--- src/hdl/spq_pkg.sv ---
`timescale 1ns / 1ps
// Package for the sorted priority queue: action codes, word widths and the
// types that pass between the top level and its cells. No dependencies.
package spq_pkg;

  localparam int SPQ_CAPACITY = 16;
  localparam int SPQ_VALUE_W  = 32;
  localparam int SPQ_OCC_W    = 5;

  typedef enum logic [1:0] {
    ACT_INSERT  = 2'd0,
    ACT_POP_MIN = 2'd1,
    ACT_POP_MAX = 2'd2
  } action_t;

  // Operation broadcast to every cell at once.
  typedef struct packed {
    logic                          insert;
    logic                          pop_min;
    logic                          pop_max;
    logic signed [SPQ_VALUE_W-1:0] value;
  } cell_op_t;

  // What a cell shows to its neighbors.
  typedef struct packed {
    logic signed [SPQ_VALUE_W-1:0] value;
    logic                          occupied;
    logic                          goes_after;
  } cell_link_t;

endpackage

--- src/hdl/spq_in_if.sv ---
`timescale 1ns / 1ps
// Input channel of the sorted priority queue: valid/ready plus one command word.
// Depends on spq_pkg for the field widths.
interface spq_in_if import spq_pkg::*; ();
  logic                          valid;
  logic                          ready;
  logic [1:0]                    action;
  logic signed [SPQ_VALUE_W-1:0] value;

  modport source (output valid, output action, output value, input ready);
  modport sink   (input valid, input action, input value, output ready);
endinterface

--- src/hdl/spq_out_if.sv ---
`timescale 1ns / 1ps
// Result channel of the sorted priority queue: valid/ready plus one result word.
// Depends on spq_pkg for the field widths.
interface spq_out_if import spq_pkg::*; ();
  logic                          valid;
  logic                          ready;
  logic signed [SPQ_VALUE_W-1:0] out_value;
  logic                          out_valid;
  logic                          overflow;
  logic                          empty_res;
  logic [SPQ_OCC_W-1:0]          occupancy;

  modport source (output valid, output out_value, output out_valid, output overflow,
                  output empty_res, output occupancy, input ready);
  modport sink   (input valid, input out_value, input out_valid, input overflow,
                  input empty_res, input occupancy, output ready);
endinterface

--- src/hdl/spq_cell.sv ---
`timescale 1ns / 1ps
// One storage cell of the sorted chain: holds a value and its occupied flag,
// and shifts left or right with its neighbors. Depends on spq_pkg.
module spq_cell import spq_pkg::*; (
  input  logic                          clk,
  input  logic                          rst_n,
  input  cell_op_t                      op_i,
  input  cell_link_t                    left_i,
  input  cell_link_t                    right_i,
  output cell_link_t                    link_o,
  output logic signed [SPQ_VALUE_W-1:0] tail_value_o
);

  logic signed [SPQ_VALUE_W-1:0] value_r, value_nxt;
  logic                          occupied_r, occupied_nxt;
  logic                          goes_after;

  // The new value lands after every stored value that is not larger.
  assign goes_after = occupied_r && (value_r <= op_i.value);

  always_comb begin
    value_nxt    = value_r;
    occupied_nxt = occupied_r;
    if (op_i.insert) begin
      if (!goes_after) begin
        if (left_i.goes_after) begin
          value_nxt    = op_i.value;
          occupied_nxt = 1'b1;
        end else begin
          value_nxt    = left_i.value;
          occupied_nxt = left_i.occupied;
        end
      end
    end else if (op_i.pop_min) begin
      value_nxt    = right_i.value;
      occupied_nxt = right_i.occupied;
    end else if (op_i.pop_max) begin
      occupied_nxt = occupied_r && right_i.occupied;
    end
  end

  always_ff @(posedge clk) begin
    if (!rst_n) begin
      occupied_r <= 1'b0;
    end else begin
      occupied_r <= occupied_nxt;
    end
  end

  always_ff @(posedge clk) begin
    value_r <= value_nxt;
  end

  assign link_o.value      = value_r;
  assign link_o.occupied   = occupied_r;
  assign link_o.goes_after = goes_after;

  // Only the last occupied cell drives the tail bus.
  assign tail_value_o = (occupied_r && !right_i.occupied) ? value_r : '0;

endmodule

--- src/hdl/sorted_priority_queue_unit.sv ---
`timescale 1ns / 1ps
// Sorted double-ended priority queue. It keeps up to CAPACITY signed 32-bit
// values in ascending order in a row of cells, one value per cell, and each
// word on the input channel inserts a value, removes the smallest or removes
// the largest. An insert compares the new value against every cell at once
// and the row opens a gap in one step; equal values keep arrival order. Every
// input word gives exactly one result word, which is held in an output
// register and appears in the cycle after the word is accepted. A new word is
// accepted while the result slot is empty or in the same cycle that the
// waiting result is taken; while a result waits unread, the input stalls. The
// cycle's work is set by one 32-bit signed compare in each cell plus the
// selection of the tail cell for a remove-largest. Removing from an empty
// queue returns out_valid low and a zero value; inserting into a full queue
// drops the value and sets overflow. Occupancy is reported modulo 32. No
// clearing pass is needed after reset; the queue is usable at once.
// Depends on spq_pkg, spq_in_if, spq_out_if and spq_cell.
module sorted_priority_queue_unit import spq_pkg::*; #(
  parameter int CAPACITY = SPQ_CAPACITY
) (
  input logic       clk,
  input logic       rst_n,
  spq_in_if.sink    in_ch,
  spq_out_if.source out_ch
);

  localparam int CNT_W = $clog2(CAPACITY + 1);

  // Occupancy of the row; the occupied flags in the cells always agree.
  logic [CNT_W-1:0] count_r, count_nxt;

  logic accept;
  logic full;
  logic empty;
  cell_op_t op;

  cell_link_t                    links [CAPACITY];
  logic signed [SPQ_VALUE_W-1:0] tails [CAPACITY];
  logic signed [SPQ_VALUE_W-1:0] tail_value;
  logic [CAPACITY-1:0]           occ_vec;

  // Result register.
  logic                          res_pending_r, res_pending_nxt;
  logic signed [SPQ_VALUE_W-1:0] res_value_r, res_value_nxt;
  logic                          res_valid_r, res_valid_nxt;
  logic                          res_over_r, res_over_nxt;
  logic                          res_empty_r, res_empty_nxt;
  logic [SPQ_OCC_W-1:0]          res_occ_r, res_occ_nxt;
  logic [CNT_W+SPQ_OCC_W-1:0]    count_ext;

  // A new word is taken whenever the result slot is free or being emptied.
  assign in_ch.ready = !res_pending_r || out_ch.ready;
  assign accept      = in_ch.valid && in_ch.ready;

  assign full  = (count_r == CNT_W'(CAPACITY));
  assign empty = (count_r == '0);

  // Decode the word into the operation that the cells carry out. Full and
  // empty queues turn the operation into a no-op for the row.
  always_comb begin
    op.insert  = 1'b0;
    op.pop_min = 1'b0;
    op.pop_max = 1'b0;
    op.value   = in_ch.value;
    if (accept) begin
      case (in_ch.action)
        ACT_INSERT:  op.insert  = !full;
        ACT_POP_MIN: op.pop_min = !empty;
        ACT_POP_MAX: op.pop_max = !empty;
        default: ;
      endcase
    end
  end

  // The row of cells. The head cell sees a neighbor that always lets the
  // new value in; the last cell sees an empty neighbor on its right.
  for (genvar i = 0; i < CAPACITY; i++) begin : g_cell
    cell_link_t left_link;
    cell_link_t right_link;

    if (i == 0) begin : g_head
      assign left_link = '{value: '0, occupied: 1'b1, goes_after: 1'b1};
    end else begin : g_left
      assign left_link = links[i-1];
    end

    if (i == CAPACITY - 1) begin : g_last
      assign right_link = '{value: '0, occupied: 1'b0, goes_after: 1'b0};
    end else begin : g_right
      assign right_link = links[i+1];
    end

    spq_cell u_cell (
      .clk          (clk),
      .rst_n        (rst_n),
      .op_i         (op),
      .left_i       (left_link),
      .right_i      (right_link),
      .link_o       (links[i]),
      .tail_value_o (tails[i])
    );

    assign occ_vec[i] = links[i].occupied;
  end

  // At most one cell drives a non-zero tail value, so an OR collects it.
  always_comb begin
    tail_value = '0;
    for (int i = 0; i < CAPACITY; i++) begin
      tail_value = tail_value | tails[i];
    end
  end

  always_comb begin
    count_nxt = count_r;
    if (op.insert) begin
      count_nxt = count_r + CNT_W'(1);
    end else if (op.pop_min || op.pop_max) begin
      count_nxt = count_r - CNT_W'(1);
    end
  end

  assign count_ext = {{SPQ_OCC_W{1'b0}}, count_nxt};

  always_comb begin
    res_pending_nxt = res_pending_r;
    res_value_nxt   = res_value_r;
    res_valid_nxt   = res_valid_r;
    res_over_nxt    = res_over_r;
    res_empty_nxt   = res_empty_r;
    res_occ_nxt     = res_occ_r;
    if (out_ch.ready) begin
      res_pending_nxt = 1'b0;
    end
    if (accept) begin
      res_pending_nxt = 1'b1;
      res_value_nxt   = op.pop_min ? links[0].value :
                        op.pop_max ? tail_value : '0;
      res_valid_nxt   = op.pop_min || op.pop_max;
      res_over_nxt    = (in_ch.action == ACT_INSERT) && full;
      res_empty_nxt   = (count_nxt == '0);
      res_occ_nxt     = count_ext[SPQ_OCC_W-1:0];
    end
  end

  always_ff @(posedge clk) begin
    if (!rst_n) begin
      count_r       <= '0;
      res_pending_r <= 1'b0;
    end else begin
      count_r       <= count_nxt;
      res_pending_r <= res_pending_nxt;
    end
  end

  always_ff @(posedge clk) begin
    res_value_r <= res_value_nxt;
    res_valid_r <= res_valid_nxt;
    res_over_r  <= res_over_nxt;
    res_empty_r <= res_empty_nxt;
    res_occ_r   <= res_occ_nxt;
  end

  assign out_ch.valid     = res_pending_r;
  assign out_ch.out_value = res_value_r;
  assign out_ch.out_valid = res_valid_r;
  assign out_ch.overflow  = res_over_r;
  assign out_ch.empty_res = res_empty_r;
  assign out_ch.occupancy = res_occ_r;

`ifndef SYNTH
  // The count never runs past the number of cells.
  a_count_bound: assert property (@(posedge clk) disable iff (!rst_n)
    count_r <= CNT_W'(CAPACITY))
    else $error("queue count exceeds capacity");

  // The occupied flags in the row always add up to the count.
  a_occ_matches: assert property (@(posedge clk) disable iff (!rst_n)
    $countones(occ_vec) == int'(count_r))
    else $error("cell occupied flags disagree with count");

  // An insert into a queue with room grows it by exactly one.
  a_insert_grows: assert property (@(posedge clk) disable iff (!rst_n)
    accept && (in_ch.action == ACT_INSERT) && !full |=>
      count_r == $past(count_r) + CNT_W'(1))
    else $error("insert did not grow the queue");

  // A result never reports both a removed value and a dropped insert.
  a_valid_no_over: assert property (@(posedge clk) disable iff (!rst_n)
    out_ch.valid && out_ch.out_valid |-> !out_ch.overflow)
    else $error("result flags removed value and overflow together");
`endif

endmodule
--- src/flat_wrapper.sv ---
// flat-port wrapper written by rule: the top's interface ports become plain ports
module sorted_priority_queue_unit_flat import spq_pkg::*;
#(
  parameter int CAPACITY = SPQ_CAPACITY
)
  (clk, rst_n, in_ch_valid, in_ch_action, in_ch_value, in_ch_ready, out_ch_valid, out_ch_out_value, out_ch_out_valid, out_ch_overflow, out_ch_empty_res, out_ch_occupancy, out_ch_ready);
  spq_in_if in_ch_i ();
  spq_out_if out_ch_i ();
  input logic clk;
  input logic rst_n;
  input wire logic [$bits(in_ch_i.valid)-1:0] in_ch_valid;
  input wire logic [$bits(in_ch_i.action)-1:0] in_ch_action;
  input wire logic [$bits(in_ch_i.value)-1:0] in_ch_value;
  output wire logic [$bits(in_ch_i.ready)-1:0] in_ch_ready;
  output wire logic [$bits(out_ch_i.valid)-1:0] out_ch_valid;
  output wire logic [$bits(out_ch_i.out_value)-1:0] out_ch_out_value;
  output wire logic [$bits(out_ch_i.out_valid)-1:0] out_ch_out_valid;
  output wire logic [$bits(out_ch_i.overflow)-1:0] out_ch_overflow;
  output wire logic [$bits(out_ch_i.empty_res)-1:0] out_ch_empty_res;
  output wire logic [$bits(out_ch_i.occupancy)-1:0] out_ch_occupancy;
  input wire logic [$bits(out_ch_i.ready)-1:0] out_ch_ready;
  assign in_ch_i.valid = in_ch_valid;
  assign in_ch_i.action = in_ch_action;
  assign in_ch_i.value = in_ch_value;
  assign in_ch_ready = in_ch_i.ready;
  assign out_ch_valid = out_ch_i.valid;
  assign out_ch_out_value = out_ch_i.out_value;
  assign out_ch_out_valid = out_ch_i.out_valid;
  assign out_ch_overflow = out_ch_i.overflow;
  assign out_ch_empty_res = out_ch_i.empty_res;
  assign out_ch_occupancy = out_ch_i.occupancy;
  assign out_ch_i.ready = out_ch_ready;
  sorted_priority_queue_unit #(.CAPACITY(CAPACITY)) u_core (.clk(clk), .rst_n(rst_n), .in_ch(in_ch_i), .out_ch(out_ch_i));
endmodule
--- config.mk ---
export PLATFORM = sky130hd
export DESIGN_NAME = sorted_priority_queue_unit_flat
export DESIGN_NICKNAME = d
export VERILOG_FILES = /design/src/hdl/spq_pkg.sv /design/src/hdl/spq_in_if.sv /design/src/hdl/spq_out_if.sv /design/src/hdl/spq_cell.sv /design/src/hdl/sorted_priority_queue_unit.sv /design/src/flat_wrapper.sv
export SDC_FILE = /design/constraint.sdc
export NUM_CORES = 2
export LEC_CHECK = 0
export BUFFER_PORTS_ARGS = -buffer_cell sky130_fd_sc_hd__buf_2
export CORE_ASPECT_RATIO = 1.25
export CORE_MARGIN = 3
export CORE_UTILIZATION = 25
export CTS_CLUSTER_DIAMETER = 30
export DETAILED_ROUTE_END_ITERATION = 10
export SYNTH_ARGS = -nofsm -noshare
export SYNTH_HDL_FRONTEND = slang
export SYNTH_SLANG_ARGS = --single-unit
--- constraint.sdc ---
create_clock -name clk -period 19.2 [get_ports clk]
set_clock_uncertainty 0.15 [all_clocks]
set_input_delay 3.84 -clock clk [delete_from_list [all_inputs] [get_ports clk]]
set_output_delay 3.84 -clock clk [all_outputs]
set_load 0.005 [all_outputs]
== Word-level counts from Yosys, hierarchy flattened ==
Index checks and enable logic that the tools add are counted.

* Register bits after elaboration: 574
* Logic and storage cells: 365
* Output and inout port bits: 42
* Input port bits: 38

* Eq/ne operators: 19
* Reduce and logical (&&, ||, !) cells: 106
* Muxes and demuxes: 168
* Magnitude comparators: 16
* Bitwise logic cells: 15
* $add $sub $neg: 2

{| class="wikitable"
|+ Operators by type and width
! operator !! count
|-
| $mux W32 || 81
|-
| $le A32 B32 Y1 || 16
|-
| $or A32 B32 Y32 || 15
|-
| $mux W1 || 84
|-
| $reduce_and A2 Y1 || 32
|-
| $logic_and A1 B1 Y1 || 48
|-
| $ne A2 B2 Y1 const B || 16
|-
| $logic_not A1 Y1 || 18
|-
| $logic_not A5 Y1 || 2
|-
| $mux W5 || 2
|-
| $add A5 B1 Y5 const B || 1
|-
| $eq A5 B5 Y1 const B || 1
|-
| $sub A5 B1 Y5 const B || 1
|-
| $reduce_bool A2 Y1 || 2
|-
| $mux W3 || 1
|-
| $reduce_bool A3 Y1 || 1
|-
| $eq A2 B1 Y1 const B || 1
|-
| $eq A2 B2 Y1 const B || 1
|-
| $logic_not A2 Y1 || 1
|-
| $logic_or A1 B1 Y1 || 2
|}

== Longest topological paths before layout ==
* Depth in word-level cells: 20
* Gate-level depth with buffers: 13
* Depth with buffers taken out: 10

== Hierarchy ==
Synthesis repeated with hierarchy kept, for this count alone.

* Cells, all modules: 5177
* Area total of the unflattened synthesis: 47058.9 um^2

{| class="wikitable"
|+ By module, submodules not included
! module !! area an instance (um^2) !! seq. area each (um^2) !! cells each !! times used
|-
| spq_cell at u_core.g_cell[0].u_cell ... || 2741.4 || 980.9 || 304 || 11
|-
| spq_cell at u_core.g_cell[5].u_cell ... || 2748.9 || 980.9 || 304 || 5
|-
| sorted_priority_queue_unit || 3159.3 || 1321.3 || 313 || 1
|}

== Worst setup path before layout ==
No wires, ideal clock.

* Kind: input to register
* Start: input port in_ch_value[31]
* End: register u_core.g_cell[14].u_cell.value_r[0], enable pin
* Slack: 10.315 ns
* Required time: 18.584 ns
* Data arrival time: 8.270 ns
* Cell stages on the path: 10
* Library setup time: 0.466 ns
* Path through: clkbuf_1 -> inv_1 -> ha_1 -> nand4_1 -> nor4_1 -> a21boi_0 -> a2111oi_2 -> buf_4 -> buf_2 -> o21ai_0

* Word-level cells in the longest chain between the ends: 4

{| class="wikitable"
|+ Ends and longest elaborated chain
! element !! line !! text
|-
| start, declared || flat_wrapper.sv:13 || <nowiki>input wire logic [$bits(in_ch_i.value)-1:0] in_ch_value;</nowiki>
|-
| $le A32 B32 Y1 || spq_cell.sv:19 || <nowiki>assign goes_after = occupied_r && (value_r <= op_i.value);</nowiki>
|-
| $logic_and A1 B1 Y1 || spq_cell.sv:19 ||
|-
| $ne A2 B2 Y1 (no line) || n/a ||
|-
| $reduce_and A2 Y1 (no line) || n/a ||
|-
| end signal, assigned || spq_cell.sv:51 || <nowiki>value_r <= value_nxt;</nowiki>
|-
| end, declared || spq_cell.sv:14 || <nowiki>logic signed [SPQ_VALUE_W-1:0] value_r, value_nxt;</nowiki>
|}

No other way between the ends.
A chain may end at the register's enable or synchronous reset.

== Worst setup path in the final report ==
* Start: input port out_ch_ready
* End: output port in_ch_ready

* Word-level cells in the longest chain between the ends: 1

{| class="wikitable"
|+ Ends and longest elaborated chain
! element !! line !! text
|-
| start, declared || flat_wrapper.sv:21 || <nowiki>input wire logic [$bits(out_ch_i.ready)-1:0] out_ch_ready;</nowiki>
|-
| $logic_or A1 B1 Y1 || sorted_priority_queue_unit.sv:51 || <nowiki>assign in_ch.ready = !res_pending_r || out_ch.ready;</nowiki>
|-
| end, declared || flat_wrapper.sv:14 || <nowiki>output wire logic [$bits(in_ch_i.ready)-1:0] in_ch_ready;</nowiki>
|}

No other way between the ends.

==> parameters.txt <==
Parameter                              Value

Critical path
  Arrival time at the worst endpoint ... 4460 ps
  Critical path endpoint category ... primary output
  Peak fanout along the critical path ... 4
  Data required time at the worst endpoint ... 15,210 ps
  Type of the setup path with the least slack ... in2out
  Kind of start point of the critical path ... primary input

Route
  Detailed-router iteration count before antenna repair ... 6
  Total via count in the routed design ... 38,700
  Total length of routed wires ... 199,000 um
  Vias per Instance ... 5.76
  Violation count after the first detailed-route iteration ... 4,959
  Drt drc ... 0
  WL/cell ... 29.6 um
  Antenna-violating nets left ... 0

STA
  Final critical-path share of the clock period ... 44.0%
  Setup-failing EPs final ... 0
  Final count of pins violating max slew ... 0
  Worst slack on hold paths ... 458 ps
  Total Negative Setup Slacks ... 0 ps
  Headroom to the max-slew limit ... 12.3%
  Highest clock frequency the design can meet ... 118 MHz
  Min Tclk post-route ... 8450 ps
  Final WS setup ... 10,750 ps
  Pin slew with the least headroom to its limit ... 1310 ps
  Unrepaired setup endpoints after global routing ... no
  Count of final hold-check violations ... 0

Power
  Static leakage ... 21.6 nW
  Power per standard cell area ... 95.7 nW/um^2
  Max rail drop VDD ... 69.8 uV
  Total power after layout ... 4.76 mW

Die
  Starting Density ... 25.2%
  Std cell rows ... 169
  Height of the die ... 470 um
  I/O Pins ... 80
  Die extent in x ... 377 um
  Overall die area ... 177,000 um^2
  Core area ... 170,000 um^2

Min path
  Path category of the worst min-delay check ... reg2reg

Clock network
  Num CTS Buffers ... 120
  Number of levels in the clock H-tree ... 3
  Count of hold buffers inserted by post-cts repair ... 0
  Number of buffers on the longest clock path ... 3
  CTS tree ... built
  Insertion delay to the later sink of the worst-skew pair ... 770 ps
  Clock Root Buffer ... clkbuf_16
  Number of sinks on the clock net ... 574
  Reg clk slew, reported paths ... 50 ps
  Number of buffers inserted to repair setup after CTS ... 0
  Cells resized by post-CTS repair ... 0

Logic synthesis
  Syn Area/Cell ... 9.77 um^2
  Top flip-flop cell by instance count after synthesis ... edfxtp_1
  Syn_nets ... 4,950
  Asr flop ratio synth ... 0%
  Number of warnings printed during yosys synthesis ... 0
  Number of library cell types mapped by synthesis ... 66
  EDFF count, synth ... 552
  Dominant cells by area after synthesis ... edfxtp_1 39%, ha_1 15%, mux2i_1 10%
  Flops & latches, synth ... 574
  Most repeated cell in the gate-level netlist after synthesis ... nand2_1
  Number of instances in the synthesized netlist ... 4,398
  Sequential share of the synthesized area ... 39.6%
  Cell Area, Synth ... 43,000 um^2
  Fraction of post-synthesis cell area in the top cell type by area ... 38.6%
  Cell type contributing the most total cell area after synthesis ... edfxtp_1
  Ranking of synthesized cells by instance count ... 703 x nand2_1, 552 x edfxtp_1, 514 x ha_1

Global routing
  Largest net degree at the start of global routing ... 123
  Grt total ovfl ... 0
  First-pass GRT wire length ... 278,000 um
  GR Util All Layers ... 21.6%
  Number of global-route vias before repair ... 36,700
  Number of antenna violations at the first check in global routing ... 15

Placement
  Input/output buffers ... 79
  Placer congestion estimate ... 0.986
  HPWL after detailed placement ... 139,000 um
  Setup WS pre-CTS ... 10,280 ps

Layout
  Share of layout cells above drive strength 1 ... 9.57%
  Final nets ... 4,939
  Layout-stage area growth over the synthesis result ... 15.7%
  Number of fillers in the final layout ... 17,600

Outcome
  Outcome ... finished clean

Run
  Maximum Capacitance Violations ... 0
==> flip-flops by register name, indices dropped and copies added (netlist names) <==
name                             flops
u_core.out_ch.overflow               1
u_core.count_r                       5
u_core.out_ch.out_value             32
u_core.out_ch.valid                  1
u_core.out_ch.occupancy              5
u_core.g_cell.u_cell.value_r       512
u_core.out_ch.empty_res              1
u_core.out_ch.out_valid              1
u_core.g_cell.u_cell.occupied_r     16
==> area by class of cell <==
| cell class | count | area (um^2) | area share, % |
|---|---|---|---|
| repair buffers | 145 | 891 | 1.79 |
| clock buffers | 132 | 3110 | 6.26 |
| flip-flops and latches | 574 | 17000 | 34.2 |
| inverters | 72 | 270 | 0.544 |
| clock inverters | 97 | 997 | 2.01 |
| diodes | 8 | 20.0 | 0.0403 |
| well taps | 2223 | 2780 | 5.59 |
| multi-input cells | 3474 | 24600 | 49.5 |
==> routing by layer <==
metal	global-route usage (%)	vias up	routed length, um
met5	0	-	46
met4	13.0	6	13900
met3	4.63	665	18300
met2	34.9	2387	90800
met1	26.3	18800	75900
li1	-	16900	-
==> cell families after synthesis <==
logic type,synth area share [%]
XOR/XNOR,0.204
buffers and inverters,3.70
AO/OA/AOI/OAI,18.2
flip-flops,39.6
adder cells (fa/ha/maj),15.0
multiplexers,10.4
AND/OR/NAND/NOR,13.0
==> where the power goes <==
group / total (mW) / internal (mW) / leakage, nW / switching [mW]
sequential: 1.70 / 1.53 / 5.32 / 0.165
combinational: 0.926 / 0.300 / 14.3 / 0.626
clock: 2.13 / 1.33 / 1.97 / 0.798
==> critical path, cell delays in order <==
cell and delay [ps]:
buf_2 90, nor2b_1 290, inv_1 100, buf_2 140
==> cells in the final DEF, fill, tap and decap left out, drive strengths merged, types with 46 or more instances in the layout <==
cell type and count:
a21oi 248, a221oi 48, a22o 51, a22oi 165, buf 145, clkbuf 132, clkinv 46, edfxtp 552
ha 514, inv 97, mux2i 439, nand2 703, nand3 136, nand4 145, nor2 95, o21ai 610
==> final timing paths <==
check	slack, ps	endpoint	startpoint	cells past startpoint
worst min register to register	460	u_core.g_cell[1].u_cell.occupied_r	u_core.g_cell[0].u_cell.occupied_r	2
worst min-delay path	460	u_core.g_cell[1].u_cell.occupied_r	u_core.g_cell[0].u_cell.occupied_r	2
worst max-delay path	10750	in_ch_ready	out_ch_ready	4
worst max register to register	14050	u_core.g_cell[12].u_cell.value_r[4]	u_core.out_ch.valid	8
==> metrics by stage <==
stage,instances,utilization [%],cell area [um^2]
3_5_place_dp,6488,26.8,45600
6_report,6725,29.2,49700
3_3_place_gp,6488,26.8,45600
2_1_floorplan,4398,-,43000
4_1_cts,6717,29.2,49700
5_1_grt,6718,29.2,49700
No activity file was read; power rests on OpenSTA's default activity.
